--- src/rtl/ffa_pkg.sv ---
// Shared types and constants for the first-fit block allocator.
// Used by ffa_ctrl, ffa_dp and first_fit_block_allocator_unit; no dependencies.
package ffa_pkg;

  localparam int unsigned MAX_BLOCKS_DEF = 64;

  localparam logic [31:0] REGION_BASE_RST  = 32'h6000_0000;
  localparam logic [31:0] REGION_BYTES_RST = 32'h3000_0000;
  localparam logic [7:0]  HEADER_BYTES_RST = 8'd24;

  localparam int unsigned PADDR_W = 4;
  localparam logic [1:0] REG_REGION_BASE  = 2'd0;
  localparam logic [1:0] REG_REGION_BYTES = 2'd1;
  localparam logic [1:0] REG_HEADER_BYTES = 2'd2;

  localparam logic KIND_ALLOC   = 1'b0;
  localparam logic KIND_RELEASE = 1'b1;

  typedef enum logic [1:0] {
    OUT_OK       = 2'd0,
    OUT_NO_FIT   = 2'd1,
    OUT_BAD_ADDR = 2'd2,
    OUT_FULL     = 2'd3
  } outcome_e;

  typedef struct packed {
    logic        kind;
    logic [31:0] request_bytes;
    logic [31:0] release_address;
  } req_t;

  typedef struct packed {
    logic [31:0] granted_address;
    outcome_e    outcome;
  } rsp_t;

  typedef enum logic [4:0] {
    OP_NONE,
    OP_LATCH,
    OP_SETUP,
    OP_READ_HEAD,
    OP_NEXT,
    OP_MARK_USED,
    OP_SCAN_START,
    OP_SCAN_INC,
    OP_SPLIT_NEW,
    OP_SPLIT_CUR,
    OP_RESULT,
    OP_MARK_FREE,
    OP_C_LOAD,
    OP_C_FETCH,
    OP_C_MERGE,
    OP_C_ADV,
    OP_LOAD_OUT
  } dp_op_e;

  typedef struct packed {
    dp_op_e   op;
    outcome_e outcome;
  } dp_cmd_t;

  typedef struct packed {
    logic chain_valid;
    logic fit;
    logic exact;
    logic split_ok;
    logic rd_last;
    logic addr_hit;
    logic scan_free;
    logic scan_last;
    logic a_last;
    logic both_free;
  } dp_status_t;

endpackage

--- src/rtl/ffa_ctrl.sv ---
// Sequencer of the allocator: walks the chain, splits, coalesces and hands out results.
// Depends on ffa_pkg; commands ffa_dp through dp_cmd_t.
module ffa_ctrl import ffa_pkg::*; (
  input  logic       clk_i,
  input  logic       rst_ni,
  input  logic       in_valid_i,
  input  logic       in_kind_i,
  output logic       in_stall_o,
  output logic       out_valid_o,
  input  logic       out_stall_i,
  input  dp_status_t status_i,
  output dp_cmd_t    cmd_o
);

  typedef enum logic [3:0] {
    S_IDLE, S_SETUP, S_A_RD, S_A_CHK, S_SCAN, S_SPLIT,
    S_R_CHK, S_C_HEAD, S_C_LOAD, S_C_M, S_C_B, S_FIN
  } state_e;

  state_e state_q, state_d;
  logic out_valid_q, out_valid_d;

  always_comb begin
    state_d = state_q;
    out_valid_d = out_valid_q && out_stall_i;
    cmd_o.op = OP_NONE;
    cmd_o.outcome = OUT_OK;
    unique case (state_q)
      S_IDLE: begin
        if (in_valid_i) begin
          cmd_o.op = OP_LATCH;
          if (in_kind_i == KIND_RELEASE) begin
            state_d = S_R_CHK;
          end else if (status_i.chain_valid) begin
            state_d = S_A_CHK;
          end else begin
            state_d = S_SETUP;
          end
        end
      end
      S_SETUP: begin
        cmd_o.op = OP_SETUP;
        state_d = S_A_RD;
      end
      S_A_RD: begin
        cmd_o.op = OP_READ_HEAD;
        state_d = S_A_CHK;
      end
      S_A_CHK: begin
        if (status_i.fit) begin
          if (status_i.exact) begin
            cmd_o.op = OP_MARK_USED;
            state_d = S_FIN;
          end else if (status_i.split_ok) begin
            cmd_o.op = OP_SCAN_START;
            state_d = S_SCAN;
          end else begin
            cmd_o.op = OP_RESULT;
            cmd_o.outcome = OUT_NO_FIT;
            state_d = S_FIN;
          end
        end else if (status_i.rd_last) begin
          cmd_o.op = OP_RESULT;
          cmd_o.outcome = OUT_NO_FIT;
          state_d = S_FIN;
        end else begin
          cmd_o.op = OP_NEXT;
        end
      end
      S_SCAN: begin
        if (status_i.scan_free) begin
          cmd_o.op = OP_SPLIT_NEW;
          state_d = S_SPLIT;
        end else if (status_i.scan_last) begin
          cmd_o.op = OP_RESULT;
          cmd_o.outcome = OUT_FULL;
          state_d = S_FIN;
        end else begin
          cmd_o.op = OP_SCAN_INC;
        end
      end
      S_SPLIT: begin
        cmd_o.op = OP_SPLIT_CUR;
        state_d = S_FIN;
      end
      S_R_CHK: begin
        if (!status_i.chain_valid || (!status_i.addr_hit && status_i.rd_last)) begin
          cmd_o.op = OP_RESULT;
          cmd_o.outcome = OUT_BAD_ADDR;
          state_d = S_FIN;
        end else if (status_i.addr_hit) begin
          cmd_o.op = OP_MARK_FREE;
          state_d = S_C_HEAD;
        end else begin
          cmd_o.op = OP_NEXT;
        end
      end
      S_C_HEAD: begin
        cmd_o.op = OP_READ_HEAD;
        state_d = S_C_LOAD;
      end
      S_C_LOAD: begin
        cmd_o.op = OP_C_LOAD;
        state_d = S_C_M;
      end
      S_C_M: begin
        if (status_i.a_last) begin
          cmd_o.op = OP_RESULT;
          cmd_o.outcome = OUT_OK;
          state_d = S_FIN;
        end else begin
          cmd_o.op = OP_C_FETCH;
          state_d = S_C_B;
        end
      end
      S_C_B: begin
        cmd_o.op = status_i.both_free ? OP_C_MERGE : OP_C_ADV;
        state_d = S_C_M;
      end
      S_FIN: begin
        if (!out_valid_q || !out_stall_i) begin
          cmd_o.op = OP_LOAD_OUT;
          out_valid_d = 1'b1;
          state_d = S_IDLE;
        end
      end
      default: state_d = S_IDLE;
    endcase
  end

  always_ff @(posedge clk_i or negedge rst_ni) begin
    if (!rst_ni) begin
      state_q <= S_IDLE;
      out_valid_q <= 1'b0;
    end else begin
      state_q <= state_d;
      out_valid_q <= out_valid_d;
    end
  end

  assign in_stall_o = state_q != S_IDLE;
  assign out_valid_o = out_valid_q;

endmodule

--- config.mk ---
export PLATFORM = sky130hd
export DESIGN_NAME = ffa_ctrl
export DESIGN_NICKNAME = d
export VERILOG_FILES = /design/src/rtl/ffa_pkg.sv /design/src/rtl/ffa_ctrl.sv
export SDC_FILE = /design/constraint.sdc
export NUM_CORES = 1
export LEC_CHECK = 0
export ABC_AREA = 1
export BUFFER_PORTS_ARGS = -buffer_cell sky130_fd_sc_hd__buf_2
export CORE_MARGIN = 5
export CORE_UTILIZATION = 43
export CTS_CLUSTER_DIAMETER = 100
export DETAILED_ROUTE_END_ITERATION = 8
export HOLD_SLACK_MARGIN = 0.05
export PLACE_DENSITY = 0.84
export SLEW_MARGIN = 30
export SYNTH_ARGS = -nofsm -noshare
export SYNTH_HDL_FRONTEND = slang
export SYNTH_SLANG_ARGS = --single-unit
--- constraint.sdc ---
create_clock -name clk_i -period 1.6 [get_ports clk_i]
set_clock_uncertainty 0.15 [all_clocks]
set_input_delay 0.32 -clock clk_i [delete_from_list [all_inputs] [get_ports clk_i]]
set_output_delay 0.32 -clock clk_i [all_outputs]
set_load 0.01 [all_outputs]
# == Word-level counts from Yosys, hierarchy flattened ==
# Cells that the tools add are included.
# op_classes
n_mux,36
reduce_logical,13
n_eq_ne,16
# op_table
op,n
$mux W4,16
$pmux W5 S11,1
$pmux W4 S11,1
$eq A4 B3 Y1 const B,4
$eq A4 B4 Y1 const B,4
$mux W5,3
$ne A3 B3 Y1 const B,3
$eq A4 B2 Y1 const B,2
$mux W1,8
$mux W2,4
$mux W7,1
$pmux W2 S3,1
$reduce_and A5 Y1,1
$eq A4 B1 Y1 const B,1
$logic_not A1 Y1,4
$logic_not A4 Y1,1
$ne A2 B2 Y1 const B,2
$reduce_bool A4 Y1,1
$reduce_or A2 Y1,2
$mux W3,1
$logic_and A1 B1 Y1,2
$logic_or A1 B1 Y1,2
# totals
word_cells,67
output_inout_bits,9
input_bits,15
ff_bits,5

# == Logic depth before layout (Yosys ltp) ==
# depth
ltp_word,5
mapped_depth,9
mapped_depth_nobuf,9

# == Least setup slack after synthesis ==
# Ideal clock, no wire load.
# synth_path
path_kind,register to output
startpoint,register state_q[3]
endpoint,output port cmd_o[2] (netlist name)
path_buffers,0
path_slack_ps,-23
path_stages_with_launch,6
arrival_time_ps,1153
required_ps,1130
cell_sequence,dfrtp_1 > nor2_2 > nand2_1 > nor2_1 > nor3_1 > nand2_1
# synth_rtl
item,line_no,text
start: declaration,ffa_ctrl.sv:20,"state_e state_q, state_d;"
start signal: assignment,ffa_ctrl.sv:136,state_q <= state_d;
end: declaration,ffa_ctrl.sv:12,output dp_cmd_t cmd_o

==> results by group <==
Final layout
  – Area delta synth->final: 67.9%
  – Fillers: about 110
  – Area of the multi-input gates: approximately 570 sq um
  – Share of cells above drive strength 1: a little under half
  – Antenna diodes: 0
  – Reg area: 130 sq um
  – Final net count: 204

Critical path
  – Cell family with most CP delay: flip-flops
  – Reg-to-Reg Start: state_q[3]
  – CP max stage delay: 0.44 ns
  – Worst R2R Setup Slack: -0.01 ns
  – CP Buf/Inv Count: 3
  – WP data required: 1.13 ns
  – Worst path cell trace: inv_4 -> nor2_4 -> buf_4 -> nand2_1 -> o21ai_0 -> nor2_1 -> nand3_1 -> buf_2
  – Worst r2r path cells: 10
  – Slowest CP cell: dfrtp_2
  – Crit Path Max Fanout: 5
  – Reg2Reg Capture Point: state_q[1]
  – CP startpoint kind: register
  – Worst Setup End Kind: output pin
  – Critical path class: register to output pin
  – Crit path DAT: between 1.5 and 2 ns

Placed design
  – Post-DP HPWL: around 1900 microns
  – Port bufs: 23
  – GP Congestion: 0.930

Timing
  – RSZ-0062 raised after global routing: true
  – Final setup violation count: 10
  – Relative slew slack: 76.3%
  – Worst Hold Slack: approximately 0.17 ns
  – Setup ws final: -0.384 ns
  – Fmax: a little over 0.5 GHz
  – Final min period: 1.98 ns
  – Period utilisation layout: 124%
  – Worst-margin pin slew: ~0.35 ns
  – Hold Violations, Final: 0
  – Max-slew violations: 0

Logic synthesis
  – Post-Synthesis Net Count: 149
  – Largest cells by area after synthesis: nand2_1 (23%), dfrtp_1 (18%), nor2_1 (16%), nand3_1 (9.5%), inv_1 (8.7%)
  – Syn. warnings: 0
  – Post-synth top area share: 23.5%
  – Register area share after synthesis: 18.2%
  – Synth Register Bits: 5
  – Avg Cell Area, Syn: 5.13 sq um
  – Syn Inst Count: 134
  – Synth Cell Area: 687 sq um
  – Leading area contributor after synthesis: nand2_1
  – Netlist cell types: 16

Clock tree
  – Clock Latency Late Sink: 0.24 ns
  – Sink Count: 5
  – CTS clk-pin slew, worst paths: ~0.040 ns
  – CTS H-Tree Depth: 1
  – CTS Buffer Depth: 2
  – CTS root buf: clkbuf_4
  – CTS tree: done
  – Total CTS buffers: 3

Route
  – Drt first pass iters: 4
  – Final wirelength: 2660 microns
  – Residual DRC: 0
  – Routed via count: 1101
  – Routed len/inst: roughly 13 microns
  – ANT nets after route: 0
  – DR iter-0 viols: 40
  – Avg Vias per Cell: roughly 5.4

Floorplan
  – Ports: 24
  – Die area: around 2500 sq um
  – Initial Util: 45.6%
  – Die height: 50.0 microns
  – Row Count: 14
  – Die width: 50.0 microns
  – CORE AREA: roughly 1500 sq um

Worst hold path
  – Worst Hold Class: input port to register
  – Hold depth: 3
  – Hold EP: out_valid_o
  – Hold path startpoint: out_stall_i

Power and ir drop
  – Worst IR Drop VDD: 1.55 mV
  – Power density over the cells: 1910 nW/um^2
  – Total power: 2.20 mW
  – LEAKAGE: 0.693 nW

GRT
  – Gr ovfl total: 0
  – Initial antenna violation count: 0
  – Largest net degree at the start of global routing: 7
  – Vias in the first global route: about 990
  – All-Layer GR Usage: 19.0%
  – First-pass GRT wire length: roughly 3900 microns

Outcome
  – Outcome: complete, but fails checks
  – Failing checks: setup timing

Job
  – MaxCap Viol Count: 0
==> registers in the layout (all words and copies together), names as in the netlist <==
name	cells
out_valid_o	1
state_q	4
==> per-layer routing <==
metal	global-route usage [%]	routed length (microns)	vias to the layer above	share of wire [%]
li1	-	-	527	-
met1	22.5	980	506	37
met2	34.3	1410	56	53
met3	3.92	185	12	7.0
met4	4.37	82	0	3.1
met5	0	0	-	0
==> worst reg2reg max path: cells and delay by family (launching register included) <==
family	cells	cell delay, ns
simple gates	7	0.56
flops	1	0.47
buf+inv	3	0.31
==> cells in the final DEF (no fill, tap or decap) <==
cell type,n
dfrtp_1,1
a21oi_1,2
inv_1,15
inv_2,4
nand2_4,2
nor2_4,6
nor2_2,6
o211ai_1,1
nand2_2,9
dlygate4sd3_1,1
buf_4,24
nand3_2,2
buf_2,23
nand4_1,1
dfrtp_2,4
nand3_1,13
nor2_1,22
clkbuf_4,3
o21ai_0,2
o21ai_1,2
nor3_1,2
o22ai_2,1
inv_4,1
o21ai_2,1
nor3_2,1
buf_6,2
nand2_1,36
clkbuf_1,1
==> where the power goes <==
| part | internal, mW | switching [mW] | leakage, nW | total (mW) |
|---|---|---|---|---|
| Clock | 0.0940 | 0.0469 | 0.0150 | 0.141 |
| Combinational | 0.770 | 0.964 | 0.619 | 1.73 |
| Sequential | 0.204 | 0.119 | 0.0585 | 0.323 |
==> how the worst max path moves through the flow <==
stage,end,from,cells past startpoint
2_1_floorplan,cmd_o[4],state_q[1],7
3_3_place_gp,cmd_o[3],state_q[3],6
3_5_place_dp,cmd_o[3],state_q[3],6
4_1_cts,cmd_o[4],state_q[2],9
5_1_grt,cmd_o[5],state_q[2],8
6_report,cmd_o[5],state_q[2],8
==> cell families (layout without fill, tap and decap cells) <==
family / count (synthesis) / in the layout / share of synthesized area [%]
AO/OA/AOI/OAI: 9 / 9 / 7.10
AND/OR/NAND/NOR: 100 / 100 / 63.7
buffers and inverters: 20 / 74 / 10.9
flip-flops: 5 / 5 / 18.2
==> metrics by stage <==
| step | util [%] | setup TNS [ns] | instances | worst slack (ns) | cell area [sq um] |
|---|---|---|---|---|---|
| 6_report | 76.6 | -2.61 | 204 | -0.384 | 1150 |
| 5_1_grt | 76.6 | -3.68 | 204 | -0.472 | 1150 |
| 4_1_cts | 70.3 | -2.10 | 199 | -0.309 | 1060 |
| 3_5_place_dp | 64.4 | -0.633 | 192 | -0.152 | 970 |
| 3_3_place_gp | 64.4 | -0.498 | 192 | -0.137 | 970 |
| 2_1_floorplan | - | 0 | 134 | 0.000760 | 692 |
==> layout make-up <==
type	instances	area share, %
Multi-Input combinational cell	109	49.6
Timing Repair Buffer	50	28.4
Sequential cell	5	11.3
Inverter	20	6.72
Clock buffer	4	2.28
Tap cell	16	1.74
==> synth_stat cells <==
cell type / number
nor2_2: 4
o21ai_0: 5
inv_1: 16
o22ai_1: 1
nand2_1: 43
a21oi_1: 2
nor2_4: 1
nand3_1: 13
inv_2: 4
o211ai_1: 1
dfrtp_1: 5
nand3_2: 2
nor2_1: 29
nand4_1: 1
nand2_2: 4
nor3_1: 3
==> repair_timing <==
| action | in CTS | in global routing |
|---|---|---|
| setup buffers | 2 | 5 |
| resized for setup | 15 | 19 |
| endpoints found under the setup margin | 8 | 12 |
| hold buffers | 1 | 0 |
| pin swaps | 3 | 5 |
| hold endpoints to repair | 5 | 0 |
Note: power is estimated with default switching activity, not from simulation.
